**config.mk**
```make
export PLATFORM = sky130hd
export DESIGN_NAME = gregorian_date_add_days_core
export DESIGN_NICKNAME = d
export VERILOG_FILES = /design/src/hw/rtl/gdad_pkg.sv /design/src/hw/rtl/gregorian_date_add_days_core.sv /design/src/hw/rtl/gdad_front.sv /design/src/hw/rtl/gdad_queue.sv /design/src/hw/rtl/gdad_back.sv
export SDC_FILE = /design/constraint.sdc
export NUM_CORES = 1
export LEC_CHECK = 0
export BUFFER_PORTS_ARGS = -buffer_cell sky130_fd_sc_hd__buf_2
export CORE_MARGIN = 2
export CORE_UTILIZATION = 40
export DETAILED_ROUTE_END_ITERATION = 10
export GPL_TIMING_DRIVEN = 0
export PLACE_DENSITY_LB_ADDON = 0.12
export SLEW_MARGIN = 20
export SYNTH_ARGS = -nofsm -noshare
export SYNTH_HDL_FRONTEND = slang
export SYNTH_SLANG_ARGS = --single-unit
```
**constraint.sdc**
```tcl
create_clock -name clk -period 5.85 [get_ports clk]
set_input_delay 0.585 -clock clk [delete_from_list [all_inputs] [get_ports clk]]
set_output_delay 0.585 -clock clk [all_outputs]
set_load 0.005 [all_outputs]
```
**src/hw/rtl/gdad_pkg.sv**
```systemverilog
// Shared types, calendar constants and helper functions for the date adder.
`default_nettype none

package gdad_pkg;

  localparam logic [15:0] YEAR_MAX    = 16'hFFFF;
  localparam logic [3:0]  MONTH_JAN   = 4'd1;
  localparam logic [3:0]  MONTH_FEB   = 4'd2;
  localparam logic [3:0]  MONTH_APR   = 4'd4;
  localparam logic [3:0]  MONTH_JUN   = 4'd6;
  localparam logic [3:0]  MONTH_SEP   = 4'd9;
  localparam logic [3:0]  MONTH_NOV   = 4'd11;
  localparam logic [3:0]  MONTH_DEC   = 4'd12;
  localparam logic [4:0]  DAY_FIRST   = 5'd1;
  localparam logic [4:0]  LEN_LONG    = 5'd31;
  localparam logic [4:0]  LEN_SHORT   = 5'd30;
  localparam logic [4:0]  LEN_FEB_LEAP = 5'd29;
  localparam logic [4:0]  LEN_FEB     = 5'd28;

  // year mod 25 residue; with the low year bits it settles the century rules
  localparam logic [4:0]  RES25_LAST  = 5'd24;
  // floor(y / 25) = (y * DIV25_MULT) >> DIV25_SHIFT for every 16-bit y
  localparam int          DIV25_SHIFT = 21;
  localparam logic [32:0] DIV25_MULT  = 33'd83887;

  typedef struct packed {
    logic [15:0] year;
    logic [3:0]  month;
    logic [4:0]  day;
    logic [15:0] days;
    logic [4:0]  res25;
  } job_t;

  typedef enum logic [1:0] {
    ST_IDLE,
    ST_RUN,
    ST_HOLD
  } back_state_t;

  // divisible by 4 and not by 100, or by 400 (400 = 16 * 25)
  function automatic logic is_leap(input logic [15:0] year, input logic [4:0] res25);
    logic div25;
    div25 = (res25 == 5'd0);
    return ((year[1:0] == 2'd0) && !div25) || ((year[3:0] == 4'd0) && div25);
  endfunction

  function automatic logic [4:0] month_length(input logic leap, input logic [3:0] month);
    logic [4:0] len;
    len = LEN_LONG;
    if (month == MONTH_APR || month == MONTH_JUN || month == MONTH_SEP ||
        month == MONTH_NOV) begin
      len = LEN_SHORT;
    end else if (month == MONTH_FEB) begin
      len = leap ? LEN_FEB_LEAP : LEN_FEB;
    end
    return len;
  endfunction

endpackage

`default_nettype wire

```
**src/hw/rtl/gregorian_date_add_days_core.sv**
```systemverilog
// Top level of the Gregorian date adder: front end, job queue, month stepper.
// The front end registers each item with its residue product and derives the residue and
//   clamp from it; the back end then steps one month per cycle across each month boundary
//   crossed (at most about 2160), starting a new job only once the last result is loaded.
// Reset: synchronous, active high; empties the queue and all valid flags, drops items.
`default_nettype none

module gregorian_date_add_days_core #(
  parameter int QUEUE_DEPTH = 2   // jobs buffered between front and back end
) (
  input  wire         clk,
  input  wire         rst,
  // input item side
  input  wire         push,
  output logic        full,
  input  wire  [15:0] start_year,
  input  wire  [3:0]  start_month,
  input  wire  [4:0]  start_day,
  input  wire  [15:0] days_to_add,
  // result item side
  output logic        empty,
  input  wire         pop,
  output logic [15:0] end_year,
  output logic [3:0]  end_month,
  output logic [4:0]  end_day,
  output logic        year_overflow
);

  // Front end: registers the item with the year * (2^21/25) product, then
  // derives year mod 25 and clamps month and day to a legal start date.
  logic           q_wr;
  logic           q_full;
  gdad_pkg::job_t q_wdata;

  // Back end side of the queue
  logic           q_rd;
  logic           q_empty;
  gdad_pkg::job_t q_rdata;

  gdad_front u_front (
    .clk         (clk),
    .rst         (rst),
    .push        (push),
    .full        (full),
    .start_year  (start_year),
    .start_month (start_month),
    .start_day   (start_day),
    .days_to_add (days_to_add),
    .q_wr        (q_wr),
    .q_full      (q_full),
    .q_data      (q_wdata)
  );

  // Decouples the classifier from the long-running stepper so a new item
  // can be taken while a date is still being walked forward.
  gdad_queue #(
    .DEPTH (QUEUE_DEPTH)
  ) u_queue (
    .clk   (clk),
    .rst   (rst),
    .wr    (q_wr),
    .wdata (q_wdata),
    .full  (q_full),
    .rd    (q_rd),
    .rdata (q_rdata),
    .empty (q_empty)
  );

  // Back end: each cycle either finishes inside the current month or jumps
  // to day 1 of the next one. Leap years come from the low year bits and a
  // mod-25 counter that tracks the year, so no division is needed per step.
  // The finished date sits in an output register until popped.
  gdad_back u_back (
    .clk           (clk),
    .rst           (rst),
    .q_empty       (q_empty),
    .q_rd          (q_rd),
    .q_data        (q_rdata),
    .empty         (empty),
    .pop           (pop),
    .end_year      (end_year),
    .end_month     (end_month),
    .end_day       (end_day),
    .year_overflow (year_overflow)
  );

endmodule

`default_nettype wire

```
**src/hw/rtl/gdad_front.sv**
```systemverilog
// Front end: accepts items, finds year mod 25 and clamps the start date.
`default_nettype none

module gdad_front (
  input  wire              clk,
  input  wire              rst,
  input  wire              push,
  output logic             full,
  input  wire       [15:0] start_year,
  input  wire       [3:0]  start_month,
  input  wire       [4:0]  start_day,
  input  wire       [15:0] days_to_add,
  output logic             q_wr,
  input  wire              q_full,
  output gdad_pkg::job_t   q_data
);

  logic        hold_valid;
  logic [15:0] hold_year;
  logic [3:0]  hold_month;
  logic [4:0]  hold_day;
  logic [15:0] hold_days;
  logic [32:0] hold_prod;

  logic        accept;
  logic [32:0] prod;
  logic [11:0] quot;
  logic [15:0] quot25;
  logic [15:0] resid;
  logic [3:0]  month_c;
  logic [4:0]  day_c;
  logic [4:0]  len;

  assign full   = hold_valid && q_full;
  assign accept = push && !full;
  assign q_wr   = hold_valid && !q_full;
  assign prod   = {17'd0, start_year} * gdad_pkg::DIV25_MULT;

  always_ff @(posedge clk) begin
    if (rst) begin
      hold_valid <= 1'b0;
    end else if (accept) begin
      hold_valid <= 1'b1;
    end else if (q_wr) begin
      hold_valid <= 1'b0;
    end
  end

  always_ff @(posedge clk) begin
    if (accept) begin
      hold_year  <= start_year;
      hold_month <= start_month;
      hold_day   <= start_day;
      hold_days  <= days_to_add;
      hold_prod  <= prod;
    end
  end

  // remainder by 25: quotient * 25 as shift-add
  always_comb begin
    quot   = hold_prod[gdad_pkg::DIV25_SHIFT +: 12];
    quot25 = ({4'd0, quot} << 4) + ({4'd0, quot} << 3) + {4'd0, quot};
    resid  = hold_year - quot25;

    if (hold_month == 4'd0) begin
      month_c = gdad_pkg::MONTH_JAN;
    end else if (hold_month > gdad_pkg::MONTH_DEC) begin
      month_c = gdad_pkg::MONTH_DEC;
    end else begin
      month_c = hold_month;
    end

    len   = gdad_pkg::month_length(gdad_pkg::is_leap(hold_year, resid[4:0]), month_c);
    day_c = (hold_day == 5'd0) ? gdad_pkg::DAY_FIRST : hold_day;
    if (day_c > len) begin
      day_c = len;
    end

    q_data.year  = hold_year;
    q_data.month = month_c;
    q_data.day   = day_c;
    q_data.days  = hold_days;
    q_data.res25 = resid[4:0];
  end

endmodule

`default_nettype wire

```
**src/hw/rtl/gdad_queue.sv**
```systemverilog
// Small first-in first-out queue of clamped jobs between front and back.
`default_nettype none

module gdad_queue #(
  parameter int DEPTH = 2
) (
  input  wire             clk,
  input  wire             rst,
  input  wire             wr,
  input  gdad_pkg::job_t  wdata,
  output logic            full,
  input  wire             rd,
  output gdad_pkg::job_t  rdata,
  output logic            empty
);

  localparam int PTR_W = (DEPTH > 1) ? $clog2(DEPTH) : 1;
  localparam int CNT_W = $clog2(DEPTH + 1);
  localparam logic [PTR_W-1:0] PTR_LAST = PTR_W'(DEPTH - 1);
  localparam logic [CNT_W-1:0] CNT_FULL = CNT_W'(DEPTH);

  gdad_pkg::job_t   mem [DEPTH];
  logic [PTR_W-1:0] wr_ptr;
  logic [PTR_W-1:0] rd_ptr;
  logic [CNT_W-1:0] count;
  logic             do_wr;
  logic             do_rd;

  assign full  = (count == CNT_FULL);
  assign empty = (count == '0);
  assign do_wr = wr && !full;
  assign do_rd = rd && !empty;
  assign rdata = mem[rd_ptr];

  always_ff @(posedge clk) begin
    if (do_wr) begin
      mem[wr_ptr] <= wdata;
    end
  end

  always_ff @(posedge clk) begin
    if (rst) begin
      wr_ptr <= '0;
      rd_ptr <= '0;
      count  <= '0;
    end else begin
      if (do_wr) begin
        wr_ptr <= (wr_ptr == PTR_LAST) ? '0 : wr_ptr + PTR_W'(1);
      end
      if (do_rd) begin
        rd_ptr <= (rd_ptr == PTR_LAST) ? '0 : rd_ptr + PTR_W'(1);
      end
      if (do_wr && !do_rd) begin
        count <= count + CNT_W'(1);
      end else if (do_rd && !do_wr) begin
        count <= count - CNT_W'(1);
      end
    end
  end

  a_count_range: assert property (@(posedge clk) disable iff (rst) count <= CNT_FULL)
    else $error("queue count beyond depth");
  a_count_up: assert property (@(posedge clk) disable iff (rst)
      do_wr && !do_rd |=> count == $past(count) + CNT_W'(1))
    else $error("queue count did not rise on write");
  a_count_down: assert property (@(posedge clk) disable iff (rst)
      do_rd && !do_wr |=> count == $past(count) - CNT_W'(1))
    else $error("queue count did not fall on read");

endmodule

`default_nettype wire

```
**src/hw/rtl/gdad_back.sv**
```systemverilog
// Back end: walks the date forward one month per cycle and holds the result.
`default_nettype none

module gdad_back (
  input  wire                   clk,
  input  wire                   rst,
  input  wire                   q_empty,
  output logic                  q_rd,
  input  gdad_pkg::job_t        q_data,
  output logic                  empty,
  input  wire                   pop,
  output logic [15:0]           end_year,
  output logic [3:0]            end_month,
  output logic [4:0]            end_day,
  output logic                  year_overflow
);

  gdad_pkg::back_state_t state, state_next;
  logic [15:0] y, y_next;
  logic [3:0]  m, m_next;
  logic [4:0]  d, d_next;
  logic [15:0] rem, rem_next;
  logic [4:0]  r25, r25_next;
  logic        ovf, ovf_next;

  logic        out_valid;
  logic        out_load;
  logic [4:0]  len;
  logic [4:0]  left;
  logic        fits;

  assign len  = gdad_pkg::month_length(gdad_pkg::is_leap(y, r25), m);
  assign left = len - d;
  assign fits = rem <= {11'd0, left};

  always_ff @(posedge clk) begin
    if (rst) begin
      state <= gdad_pkg::ST_IDLE;
    end else begin
      state <= state_next;
    end
  end

  always_ff @(posedge clk) begin
    y   <= y_next;
    m   <= m_next;
    d   <= d_next;
    rem <= rem_next;
    r25 <= r25_next;
    ovf <= ovf_next;
  end

  always_comb begin
    state_next = state;
    y_next     = y;
    m_next     = m;
    d_next     = d;
    rem_next   = rem;
    r25_next   = r25;
    ovf_next   = ovf;
    q_rd       = 1'b0;
    out_load   = 1'b0;
    unique case (state)
      gdad_pkg::ST_IDLE: begin
        if (!q_empty) begin
          q_rd       = 1'b1;
          y_next     = q_data.year;
          m_next     = q_data.month;
          d_next     = q_data.day;
          rem_next   = q_data.days;
          r25_next   = q_data.res25;
          ovf_next   = 1'b0;
          state_next = gdad_pkg::ST_RUN;
        end
      end
      gdad_pkg::ST_RUN: begin
        if (fits) begin
          // rem is at most 30 here
          d_next     = d + rem[4:0];
          rem_next   = '0;
          state_next = gdad_pkg::ST_HOLD;
        end else begin
          rem_next = rem - {11'd0, left} - 16'd1;
          d_next   = gdad_pkg::DAY_FIRST;
          if (m == gdad_pkg::MONTH_DEC) begin
            m_next = gdad_pkg::MONTH_JAN;
            if (y == gdad_pkg::YEAR_MAX) begin
              y_next   = '0;
              r25_next = '0;
              ovf_next = 1'b1;
            end else begin
              y_next   = y + 16'd1;
              r25_next = (r25 == gdad_pkg::RES25_LAST) ? 5'd0 : r25 + 5'd1;
            end
          end else begin
            m_next = m + 4'd1;
          end
        end
      end
      gdad_pkg::ST_HOLD: begin
        if (!out_valid || pop) begin
          out_load   = 1'b1;
          state_next = gdad_pkg::ST_IDLE;
        end
      end
      default: begin
        state_next = gdad_pkg::ST_IDLE;
      end
    endcase
  end

  assign empty = !out_valid;

  always_ff @(posedge clk) begin
    if (rst) begin
      out_valid <= 1'b0;
    end else if (out_load) begin
      out_valid <= 1'b1;
    end else if (pop) begin
      out_valid <= 1'b0;
    end
  end

  always_ff @(posedge clk) begin
    if (out_load) begin
      end_year      <= y;
      end_month     <= m;
      end_day       <= d;
      year_overflow <= ovf;
    end
  end

  a_day_in_month: assert property (@(posedge clk) disable iff (rst)
      state == gdad_pkg::ST_RUN |-> d != 5'd0 && d <= len)
    else $error("day outside current month while stepping");
  a_res25_range: assert property (@(posedge clk) disable iff (rst)
      state == gdad_pkg::ST_RUN |-> r25 <= gdad_pkg::RES25_LAST)
    else $error("year residue out of range");
  a_result_kept: assert property (@(posedge clk) disable iff (rst)
      out_valid && !pop |=> out_valid && $stable(end_year) && $stable(end_day))
    else $error("waiting result lost or changed");

endmodule

`default_nettype wire

```
==> impl_results.rst, run 1 <==
.. list-table::
   :header-rows: 1

   * - Metric
     - Value
   * - Critical path start-end classification
     - input port to register
   * - Post-synthesis adder-cell area fraction
     - between 20% and 30%
   * - Number of levels in the clock H-tree
     - 1
   * - Y dimension of the die
     - between 150 and 200 um
   * - Crit path setup slack, layout
     - roughly 0.26 ns
   * - Net count after synthesis
     - approximately 1400
   * - Total Power Consumption
     - around 0.0097 W
   * - IO Port Bufs
     - 71
   * - Unrepaired setup endpoints after global routing
     - false
   * - CTS buffer count
     - 26
   * - Number of failing setup endpoints in the final timing report
     - 0
   * - First DRT Iteration DRCs
     - 399
   * - Vias in the first global route
     - 8360
   * - R2R cell count
     - 19
   * - Die Wd
     - roughly 190 um
   * - Placer Congestion
     - around 0.83
   * - Worst Min Path Start
     - days_to_add[3]
   * - Top FF cell, synth
     - edfxtp_1
   * - Fillcell total
     - 3160
   * - Origin of the critical flop-to-flop path
     - u_back.r25[0]
   * - Design area
     - between 0.015 and 0.02 sq mm
   * - Unique cell type count in the Yosys netlist
     - 59
   * - Power density relative to cell area
     - ~620 mW/mm^2
   * - Placed inst area
     - 0.0148 sq mm
   * - All-layer global routing usage
     - approximately 16%
   * - Maximum resistive drop on vdd
     - around 0.42 mV
   * - Synthesis-stage register bit count
     - 220
   * - Clock transition at path regs
     - 0.06 ns
   * - Layout overhead on the synthesized area
     - 13.9%
   * - Synthesized-area fraction occupied by xor and xnor cells
     - under 10%
   * - Critical Path RT
     - just over 6 ns
   * - Sinks on Clock Net
     - between 200 and 250
   * - Final number of max-transition violations
     - 0
   * - Setup_tns
     - 0 ns
   * - # IOs
     - 73
   * - Vias/cell
     - 4.84
   * - Total wire length after detailed routing
     - between 20000 and 30000 um
   * - Count of flip-flops with a built-in enable after synthesis
     - 211
   * - Diodes inserted
     - 0
   * - CP max FO
     - 5
   * - Register-to-register setup slack
     - roughly 1.1 ns
   * - Critical Path AT
     - between 5 and 6 ns
   * - Worst min-delay path class
     - input port to register
   * - Number of standard cells after synthesis
     - between 1000 and 1500
   * - Crit path time final
     - 5.59 ns
   * - Pin count of the biggest net entering global routing
     - 47
   * - Number of failing hold endpoints at the final stage
     - 0
   * - Sequential fraction of the synthesis area
     - a little under half
   * - Simple-Gate Fraction of Synth Area
     - between 5 and 6%
   * - Placement Setup Slack
     - -0.420 ns
   * - Root Buffer Master
     - clkbuf_16
   * - Standard-cell row count
     - 67
   * - Status
     - complete, no violations
   * - Routed wire per std cell
     - between 15 and 20 um
   * - Commonest cells after routing, fill and taps aside
     - inv_1, edfxtp_1, ha_1
   * - P_leak
     - 6.53 nW
   * - Estimated wirelength of the detail-placed design
     - between 20000 and 25000 um
   * - Synthesized cell area
     - roughly 0.014 sq mm
   * - DR DRC count
     - 0
   * - Yosys warning total
     - 0
   * - Sink of the worst hold path
     - u_front.hold_days[3]
   * - Finished Layout Cells
     - about 1700
   * - Remaining max-slew budget at the tightest pin
     - roughly 34%
   * - Critical Path Source Type
     - input port
   * - Clock skew after layout
     - 0.0107 ns
   * - Final net count
     - around 1500
   * - Wire length of the first global-routing pass
     - 45700 um
   * - Placed cell count
     - between 1500 and 2000
   * - Initial core utilization
     - 40.7%
   * - Multiplexer fraction of the synthesized cell area
     - about 3.0%
   * - Clock latency of the later-clocked register in the worst-skew pair
     - between 0.5 and 0.6 ns
   * - Worst slew pin tran
     - between 0.9 and 1 ns
   * - Overall overflow remaining after global route
     - 0
   * - Fraction of layout cells with a size suffix above 1
     - ~11%
   * - CTS Buffer Depth
     - 3
   * - Maximum clock frequency
     - 0.179 GHz
   * - Antenna Nets Post-Route
     - 0
   * - Per-instance average area after synthesis
     - 12.6 sq um
   * - Worst reg2reg path endpoint
     - u_back.y[14]
   * - Share of synthesized flip-flops with an asynchronous set or reset
     - 0%
   * - CTS tree
     - done
   * - Compound-cell area share of the yosys netlist
     - 6.91%
   * - Maximum Capacitance Violations
     - 0
   * - Routed via count
     - 8036
   * - Kind of capture point of the worst setup path
     - register
   * - Main combinational cell family by area after synthesis
     - adder cells
   * - Most common library cell in the layout ignoring fill and taps
     - inv_1
   * - Worst Hold Path Cells
     - 1
   * - Share of the cycle needed by the critical path after routing
     - 95.5%
   * - Total iterations of the first detailed-routing run
     - 4
   * - Count of buffers added by post-CTS timing repair for setup
     - 0
   * - Area of the core
     - 0.0337 sq mm
   * - Area of the die
     - about 0.036 sq mm
   * - Initial antenna violation count
     - 0
report_power, final:
| part | leakage [nW] | switching, W | total [W] | internal, W |
|---|---|---|---|---|
| Sequential | 2.05 | 0.000253 | 0.00257 | 0.00232 |
| Combinational | 4.07 | 0.00330 | 0.00560 | 0.00230 |
| Clock | 0.407 | 0.000605 | 0.00157 | 0.000969 |
Yosys cell counts (6+ instances only):
cell	instances	area, sq um
inv_1	225	845
edfxtp_1	211	6340
ha_1	129	1610
fa_1	99	1980
mux2i_1	41	410
xnor2_1	41	359
a21oi_1	35	175
nand2_1	34	128
nor2_1	31	116
o22ai_1	29	181
o21ai_0	25	125
nand3_1	23	115
xor2_1	21	184
a211oi_1	14	105
clkbuf_1	13	48.8
nor2b_1	10	62.6
a21o_1	9	67.6
dfxtp_1	9	180
nand2b_1	8	50.1
nor3_1	6	30.0
state kept, by name, indices dropped and copies added, names as in the netlist, 2 cells and up, named ones only:
name and flops:
u_front.hold_month 4, u_queue.mem 92, u_back.end_year 16, u_back.y 16, u_back.d 5, u_front.hold_prod 6, u_front.hold_day 5, u_back.r25 5
u_front.hold_days 16, u_back.rem 16, u_back.state 2, u_queue.count 2, u_front.hold_year 15, u_back.end_day 5, u_back.m 4, u_back.end_month 4
stage by stage:
step           utilization, %  hold slack (ns)
2_1_floorplan               -            0.400
3_3_place_gp             43.5            0.420
3_5_place_dp             43.9            0.414
4_1_cts                  46.4            0.223
5_1_grt                  46.4            0.218
6_report                 46.4            0.244
worst max path at each step:
stage	startpoint	to	slack [ns]	cells after the start
2_1_floorplan	start_year[13]	u_front.hold_prod[22]	0.22	17
3_3_place_gp	start_year[13]	u_front.hold_prod[22]	-0.44	18
3_5_place_dp	start_year[13]	u_front.hold_prod[22]	-0.42	18
4_1_cts	start_year[13]	u_front.hold_prod[22]	0.11	18
5_1_grt	start_year[13]	u_front.hold_prod[22]	0.06	18
6_report	start_year[13]	u_front.hold_prod[22]	0.26	18
critical path, cell delays in order:
cell       delay, ns
buf_2           0.18
inv_1           0.09
fa_2            0.53
fa_1            0.55
inv_1           0.06
fa_1            0.53
fa_1            0.54
fa_1            0.55
inv_1           0.07
fa_1            0.56
inv_1           0.05
ha_1            0.36
a21oi_2         0.19
o21bai_1        0.08
a21o_1          0.18
a211o_1         0.30
a2111oi_2       0.35
nor2_1          0.09
cells by family (layout without fill, tap and decap cells):
group	after synthesis	in the layout
AO/OA/AOI/OAI	149	149
XOR/XNOR	62	62
adder cells (fa/ha/maj)	228	228
buffers and inverters	248	370
flip-flops	220	220
multiplexers	41	41
AND/OR/NAND/NOR	144	144
cell type report:
cell class,instances,area [sq um],area share [%]
Clock buffer,31,691,4.42
Timing Repair Buffer,75,450,2.88
Multi-Input combinational cell,624,6310,40.4
Sequential cell,220,6520,41.7
Clock inverter,16,155,0.992
Tap cell,448,561,3.58
Buffer,22,106,0.680
Inverter,226,848,5.42
per-layer routing:
metal,routed length [um],track usage (%),vias to the layer above,part of all wire [%]
met5,0,0,-,0
met4,386,2.89,0,1.4
met3,965,1.85,32,3.5
met2,12700,26.0,127,46
met1,13800,24.4,3921,50
li1,-,-,3956,-
repair_timing:
action                     in CTS  in global routing
hold buffers                    0                  0
setup endpoints to repair       0                  1
resized for setup               0                  4
(Power assumes the default switching activity.)
==> run 2, diff against run 1 <==
CELL_PAD_IN_SITES_DETAIL_PLACEMENT = 2   (was default)
CELL_PAD_IN_SITES_GLOBAL_PLACEMENT = 2   (was default)
CORE_UTILIZATION = 39   (was 40)
==> run 2 against run 1 <==
Hold slack improved by 0.0088 ns. Global-route usage is 3.0 points higher. Critical endpoint unchanged. Flip-flop and latch count unchanged. Fmax down 0.46%. Final area fell by 1.1%. Sequential power barely moved. Sequential share of layout area grew 0.46 points. Combinational power up 3%. Non-clock buffer count is 1 lower. Setup slack got worse by 0.026 ns.
==> impl_results.rst, run 2 (synthesized netlist as in run 1, its figures left out) <==
.. list-table::
   :header-rows: 1

   * - Metric
     - Value
   * - Placer Congestion
     - 0.788 (was 0.830)
   * - Number of failing setup endpoints in the final timing report
     - 0 (unchanged)
   * - Post-cts repair resize count
     - 0 (unchanged)
   * - Die Wd
     - 192 um (was 189 um)
   * - Unrepaired setup endpoints after global routing
     - false (unchanged)
   * - CTS tree
     - done (unchanged)
   * - Maximum clock frequency
     - 0.178 GHz (was 0.179 GHz)
   * - All-layer global routing usage
     - 19.3% (was 16.3%)
   * - Crit path time final
     - 5.61 ns (was 5.59 ns)
   * - Startpoint of the most critical setup path
     - start_year[13] (unchanged)
   * - Critical Path AT
     - 5.86 ns (was 5.85 ns)
   * - Y dimension of the die
     - 192 um (was 189 um)
   * - Clock skew after layout
     - 0.0114 ns (was 0.0107 ns)
   * - Crit path setup slack, layout
     - 0.239 ns (was 0.265 ns)
   * - Count of buffers added by post-CTS timing repair for setup
     - 0 (unchanged)
   * - Estimated wirelength of the detail-placed design
     - 27400 um (was 21800 um)
   * - Total iterations of the first detailed-routing run
     - 4 (unchanged)
   * - Worst path top cell family by delay
     - adder cells (unchanged)
   * - Critical path's largest stage delay
     - 0.56 ns (about the same)
   * - Cts hold-fix bufs
     - 0 (unchanged)
   * - Number of levels in the clock H-tree
     - 1 (unchanged)
   * - CTS buffer count
     - 23 (was 26)
   * - CP max FO
     - 5 (unchanged)
   * - Standard-cell row count
     - 68 (was 67)
   * - Commonest cells after routing, fill and taps aside
     - inv_1, edfxtp_1, ha_1 (unchanged)
   * - Routed via count
     - 8286 (was 8036)
   * - Area of the die
     - 0.0367 sq mm (was 0.0358 sq mm)
   * - Final net count
     - 1464 (was 1468)
   * - Number of failing hold endpoints at the final stage
     - 0 (unchanged)
   * - Max FFs per register
     - 92 (unchanged)
   * - Total number of cells along the worst setup path
     - 18 (unchanged)
   * - Vias/cell
     - 4.99 (was 4.84)
   * - Area of the core
     - 0.0346 sq mm (was 0.0337 sq mm)
   * - End of the critical path
     - u_front.hold_prod[22] (unchanged)
   * - Layout overhead on the synthesized area
     - 12.7% (was 13.9%)
   * - DR DRC count
     - 0 (unchanged)
   * - # IOs
     - 73 (unchanged)
   * - Power density relative to cell area
     - 631 mW/mm^2 (was 623 mW/mm^2)
   * - First DRT Iteration DRCs
     - 310 (was 399)
   * - Vias in the first global route
     - 9508 (was 8360)
   * - Diodes inserted
     - 0 (unchanged)
   * - R2R cell count
     - 17 (was 19)
   * - Placement Setup Slack
     - -0.483 ns (was -0.420 ns)
   * - Standard cell with the maximum stage delay on the critical path
     - fa_1 (unchanged)
   * - Initial core utilization
     - 39.7% (was 40.7%)
   * - Wire length of the first global-routing pass
     - 54000 um (was 45700 um)
   * - Antenna Nets Post-Route
     - 0 (unchanged)
   * - Critical Path RT
     - 6.10 ns (was 6.11 ns)
   * - Worst reg2reg path endpoint
     - u_back.r25[0] (was u_back.y[14])
   * - Register-to-register setup slack
     - 1.01 ns (was 1.06 ns)
   * - Pin count of the biggest net entering global routing
     - 47 (unchanged)
   * - CTS Buffer Depth
     - 3 (unchanged)
   * - IO Port Bufs
     - 71 (unchanged)
   * - Worst slew pin tran
     - 1.05 ns (was 0.983 ns)
   * - Origin of the critical flop-to-flop path
     - u_back.r25[0] (unchanged)
   * - Critical Path Source Type
     - input port (unchanged)
   * - Most frequent cell on the critical path
     - fa_1 (unchanged)
   * - Sum of buffers and inverters on the critical path
     - 5 (unchanged)
   * - P_leak
     - 6.46 nW (was 6.53 nW)
   * - Total wire length after detailed routing
     - 34100 um (was 27900 um)
   * - Overall overflow remaining after global route
     - 0 (unchanged)
   * - Most common library cell in the layout ignoring fill and taps
     - inv_1 (unchanged)
   * - Critical path start-end classification
     - input port to register (unchanged)
   * - Fillcell total
     - 3543 (was 3160)
   * - Fraction of layout cells with a size suffix above 1
     - 10.8% (was 11.1%)
   * - Initial antenna violation count
     - 0 (unchanged)
   * - Routed wire per std cell
     - 20.6 um (was 16.8 um)
   * - Maximum Capacitance Violations
     - 0 (unchanged)
   * - Setup_tns
     - 0 ns (unchanged)
   * - Clock transition at path regs
     - 0.06 ns (about the same)
   * - Maximum resistive drop on vdd
     - 0.260 mV (was 0.416 mV)
   * - Clock latency of the later-clocked register in the worst-skew pair
     - 0.51 ns (was 0.52 ns)
   * - Worst min-delay path class
     - input port to register (unchanged)
   * - Share of the cycle needed by the critical path after routing
     - 95.9% (was 95.5%)
   * - Register with the most flip-flops
     - u_queue.mem (unchanged)
   * - Final number of max-transition violations
     - 0 (unchanged)
   * - Kind of capture point of the worst setup path
     - register (unchanged)
   * - Remaining max-slew budget at the tightest pin
     - 30.1% (was 34.3%)
   * - Status
     - complete, no violations (unchanged)
   * - Root Buffer Master
     - clkbuf_16 (unchanged)
   * - Sinks on Clock Net
     - 220 (unchanged)
   * - List of cells traversed by the critical path
     - buf_2 -> inv_1 -> fa_2 -> fa_1 -> inv_1 -> fa_1 -> fa_1 -> fa_1 -> inv_1 -> fa_1 -> inv_1 -> ha_1 -> a21oi_1 -> o21bai_1 -> a21o_1 -> a211o_1 -> a2111oi_2 -> nor2_1 (was buf_2 -> inv_1 -> fa_2 -> fa_1 -> inv_1 -> fa_1 -> fa_1 -> fa_1 -> inv_1 -> fa_1 -> inv_1 -> ha_1 -> a21oi_2 -> o21bai_1 -> a21o_1 -> a211o_1 -> a2111oi_2 -> nor2_1)
-- run 2: cell types whose count changed in the layout (fill, tap and decap cells not counted) --
cell,change
clkinv_1,-5
clkinv_2,+4
clkbuf_16,-3
buf_16,-2
bufinv_16,-2
clkinvlp_4,-2
a21oi_1,+1
a21oi_2,-1
buf_12,+1
clkbuf_1,+1
clkbuf_8,+1
inv_6,-1
-- run 2: how the worst min path moves through the flow --
stage	end	startpoint	slack (ns)	cells past startpoint
floorplan	u_back.year_overflow	u_back.ovf	0.40	0
global placement	u_queue.mem[1][6]	u_front.hold_days[1]	0.42	0
detailed placement	u_queue.mem[1][43]	u_front.hold_year[13]	0.44	0
CTS	u_front.hold_days[2]	days_to_add[2]	0.23	1
global route	u_front.hold_days[2]	days_to_add[2]	0.23	1
finish	u_front.hold_days[2]	days_to_add[2]	0.25	1
-- run 2: where the power goes --
group          internal (W)  switching, W  leakage (nW)
combinational       0.00232       0.00347          4.05
sequential          0.00232      0.000273          2.05
clock              0.000802      0.000584         0.353
-- run 2: worst reg2reg max path, cell delays in order (launching register included) --
cell	delay (ns)
edfxtp_1	0.45
inv_1	0.10
ha_1	0.19
nor4b_1	0.34
o21ai_0	0.15
nand2_1	0.12
nand2_1	0.07
nand3_1	0.10
ha_1	0.18
fa_1	0.47
ha_1	0.33
nand3_1	0.10
o221ai_1	0.20
a21oi_1	0.09
o211ai_1	0.34
nand2_1	0.29
buf_2	0.31
a21oi_4	0.62
-- run 2: stage by stage --
step | hold WS [ns] | power [W] | util [%] | cells | instance area, sq um
final | 0.253 | 0.00976 | 44.7 | 1661 | 15500
after global routing | 0.227 | 0.0107 | 44.7 | 1661 | 15500
after CTS | 0.233 | 0.00990 | 44.6 | 1661 | 15500
after detailed placement | 0.438 | 0.00842 | 42.6 | 1621 | 14800
after global placement | 0.423 | 0.00817 | 42.3 | 1618 | 14700
after floorplan | 0.400 | 0.00668 | - | 1092 | 13700
-- run 2: layer usage --
metal	wire length (um)	vias to the layer above	share of wire (%)	track usage, %
met1	14800	4239	43	24.4
li1	-	3929	-	-
met2	18100	89	53	36.3
met3	818	29	2.4	1.63
met4	443	0	1.3	3.28
met5	0	-	0	0
-- run 2: layout make-up --
class / count / area (sq um) / area share [%]
flip-flops and latches: 220 / 6520 / 42.1
clock inverters: 10 / 72.6 / 0.469
inverters: 226 / 848 / 5.48
clock buffers: 30 / 633 / 4.09
multi-input cells: 624 / 6310 / 40.8
well taps: 455 / 569 / 3.68
repair buffers: 74 / 415 / 2.69
plain buffers: 22 / 106 / 0.688
==> run 3, diff against run 2 <==
CORE_UTILIZATION = 40   (was 39)
clock period = 6.9 ns   (was 5.85 ns; I/O delays follow)
==> run 3 against run 2 <==
Hold slack better by 0.10 ns. Clock power down 8%. Cell count down 0.48%. Combinational power down 15%. Critical path type unchanged. Highest routed layer unchanged.
==> impl_results.rst, run 3 (synthesized netlist as in run 1, its figures left out) <==
.. list-table::
   :header-rows: 1

   * - Metric
     - Value
   * - Status
     - complete, no violations (unchanged)
   * - Standard cell with the maximum stage delay on the critical path
     - fa_1 (unchanged)
   * - Sequential Power Share
     - 26.2% (was 26.5%)
   * - Area of the core
     - 0.0337 sq mm (was 0.0346 sq mm)
   * - Standard-cell row count
     - 67 (was 68)
   * - Remaining max-slew budget at the tightest pin
     - 23.8% (was 30.1%)
   * - IO Port Bufs
     - 71 (unchanged)
   * - Critical Path RT
     - 7.13 ns (was 6.10 ns)
   * - Max FFs per register
     - 92 (unchanged)
   * - DR DRC count
     - 0 (unchanged)
   * - Clock skew after layout
     - 0.00829 ns (was 0.0114 ns)
   * - Critical Path Source Type
     - input port (unchanged)
   * - Crit path time final
     - 6.09 ns
   * - Kind of capture point of the worst setup path
     - register (unchanged)
   * - Logic pwr share
     - 58.6% (was 59.3%)
   * - Critical path's largest stage delay
     - 0.60 ns (was 0.56 ns)
   * - Routed wire per std cell
     - 21.1 um (was 20.6 um)
   * - Share of the cycle needed by the critical path after routing
     - between 80 and 90%
   * - Maximum resistive drop on vdd
     - 0.213 mV (was 0.260 mV)
   * - Post-cts repair resize count
     - 0 (unchanged)
   * - Number of failing hold endpoints at the final stage
     - 0 (unchanged)
   * - Crit path setup slack, layout
     - 0.813 ns (was 0.239 ns)
   * - All-layer global routing usage
     - 19.9% (was 19.3%)
   * - Initial core utilization
     - 40.7% (was 39.7%)
   * - Pin count of the biggest net entering global routing
     - 47 (unchanged)
   * - Root Buffer Master
     - clkbuf_16 (unchanged)
   * - Clock latency of the later-clocked register in the worst-skew pair
     - 0.51 ns (about the same)
   * - Startpoint of the most critical setup path
     - start_year[14] (was start_year[13])
   * - Estimated wirelength of the detail-placed design
     - 27700 um (was 27400 um)
   * - Layout overhead on the synthesized area
     - 12.9% (was 12.7%)
   * - Number of failing setup endpoints in the final timing report
     - 0 (unchanged)
   * - Power density relative to cell area
     - 542 mW/mm^2 (was 631 mW/mm^2)
   * - Maximum clock frequency
     - about 0.16 GHz
   * - Final number of max-transition violations
     - 0 (unchanged)
   * - Vias/cell
     - 5.10 (was 4.99)
   * - Worst reg2reg path endpoint
     - u_back.y[8] (was u_back.r25[0])
   * - Routed via count
     - 8437 (was 8286)
   * - Share of total power in the clock network
     - 15.2% (was 14.2%)
   * - Worst min-delay path class
     - input port to register (unchanged)
   * - Vias in the first global route
     - 9707 (was 9508)
   * - First DRT Iteration DRCs
     - 388 (was 310)
   * - Total number of cells along the worst setup path
     - 18 (unchanged)
   * - P_leak
     - 6.48 nW (was 6.46 nW)
   * - Unrepaired setup endpoints after global routing
     - false (unchanged)
   * - Y dimension of the die
     - 189 um (was 192 um)
   * - CTS Buffer Depth
     - 3 (unchanged)
   * - Net switching power
     - 0.00372 W (was 0.00433 W)
   * - Number of levels in the clock H-tree
     - 1 (unchanged)
   * - Internal power
     - 0.00467 W (was 0.00544 W)
   * - Final net count
     - 1463 (was 1464)
   * - Antenna Nets Post-Route
     - 0 (unchanged)
   * - Worst Min Path Start
     - days_to_add[9] (was days_to_add[2])
   * - Maximum Capacitance Violations
     - 0 (unchanged)
   * - Worst slew pin tran
     - 1.14 ns (was 1.05 ns)
   * - Diodes inserted
     - 0 (unchanged)
   * - Placer Congestion
     - 0.790 (was 0.788)
   * - Register-to-register setup slack
     - 1.89 ns (was 1.01 ns)
   * - Die Wd
     - 189 um (was 192 um)
   * - Tightest hold margin
     - 0.357 ns (was 0.253 ns)
   * - Total iterations of the first detailed-routing run
     - 4 (unchanged)
   * - R2R cell count
     - 19 (was 17)
   * - Overall overflow remaining after global route
     - 0 (unchanged)
   * - Placement Setup Slack
     - 0.442 ns (was -0.483 ns)
   * - Setup_tns
     - 0 ns (unchanged)
   * - Area of the die
     - 0.0358 sq mm (was 0.0367 sq mm)
   * - Initial antenna violation count
     - 0 (unchanged)
   * - Most frequent cell on the critical path
     - fa_1 (unchanged)
   * - Origin of the critical flop-to-flop path
     - u_back.r25[1] (was u_back.r25[0])
   * - Register with the most flip-flops
     - u_queue.mem (unchanged)
   * - Design area
     - 0.0155 sq mm (about the same)
   * - Worst path top cell family by delay
     - adder cells (unchanged)
   * - CP max FO
     - 5 (unchanged)
   * - Critical path start-end classification
     - input port to register (unchanged)
   * - # IOs
     - 73 (unchanged)
   * - Wire length of the first global-routing pass
     - 54900 um (was 54000 um)
   * - CTS tree
     - done (unchanged)
   * - CTS buffer count
     - 23 (unchanged)
   * - List of cells traversed by the critical path
     - buf_2 -> inv_1 -> fa_1 -> fa_1 -> inv_1 -> fa_1 -> fa_1 -> fa_1 -> inv_1 -> fa_1 -> inv_1 -> ha_1 -> a21oi_1 -> o21bai_1 -> a21o_1 -> a211o_1 -> a2111oi_0 -> nor2_1 (was buf_2 -> inv_1 -> fa_2 -> fa_1 -> inv_1 -> fa_1 -> fa_1 -> fa_1 -> inv_1 -> fa_1 -> inv_1 -> ha_1 -> a21oi_1 -> o21bai_1 -> a21o_1 -> a211o_1 -> a2111oi_2 -> nor2_1)
   * - Commonest cells after routing, fill and taps aside
     - inv_1, edfxtp_1, ha_1 (unchanged)
   * - Total wire length after detailed routing
     - 34900 um (was 34100 um)
   * - Sinks on Clock Net
     - 220 (unchanged)
   * - Most common library cell in the layout ignoring fill and taps
     - inv_1 (unchanged)
   * - End of the critical path
     - u_front.hold_prod[22] (unchanged)
   * - Critical Path AT
     - 6.32 ns (was 5.86 ns)
   * - Placed inst area
     - 0.0147 sq mm (was 0.0148 sq mm)
   * - Clock transition at path regs
     - 0.06 ns (about the same)
   * - Sum of buffers and inverters on the critical path
     - 5 (unchanged)
   * - Total Power Consumption
     - 0.00840 W (was 0.00976 W)
   * - Fraction of layout cells with a size suffix above 1
     - 10.9% (was 10.8%)
   * - Count of buffers added by post-CTS timing repair for setup
     - 0 (unchanged)
   * - Cts hold-fix bufs
     - 0 (unchanged)
   * - Fraction of power spent switching nets
     - 44.3% (about the same)
[run 3: power by group through the flow]
stage	Clock [W]	Combinational [W]	Sequential (W)
2_1_floorplan	0	0.00352	0.00215
4_1_cts	0.00130	0.00501	0.00220
3_3_place_gp	0	0.00470	0.00221
3_5_place_dp	0	0.00492	0.00223
6_report	0.00128	0.00492	0.00220
5_1_grt	0.00134	0.00557	0.00224
[run 3: worst min-delay path by stage]
stage / end / slack [ns] / depth (start not counted)
finish: u_front.hold_days[9] / 0.36 / 1
global route: u_front.hold_days[6] / 0.35 / 1
CTS: u_front.hold_days[6] / 0.34 / 1
detailed placement: u_queue.mem[0][5] / 0.44 / 0
global placement: u_queue.mem[1][5] / 0.42 / 0
floorplan: u_back.year_overflow / 0.40 / 0
[run 3: area by class of cell]
class	instances	area (sq um)
clock buffers	28	634
flip-flops and latches	220	6520
inverters	226	848
fillers	3453	18200
clock inverters	12	138
well taps	448	561
plain buffers	22	106
repair buffers	73	403
multi-input cells	624	6300
[run 3: per-stage QoR]
step | utilization [%] | cells
finish | 46.0 | 1653
floorplan | - | 1092
CTS | 46.0 | 1653
global placement | 43.5 | 1611
detailed placement | 43.7 | 1613
global route | 46.0 | 1653
[run 3: metal layers]
layer  share of wire (%)  up-vias  routed length, um  track usage, %
met5                   0        -                  0               0
met4                 1.6        0                565            3.82
met3                 2.9       42               1000            1.46
met2                  54      120              18800            38.3
met1                  42     4339              14500            24.6
li1                    -     3936                  -               -
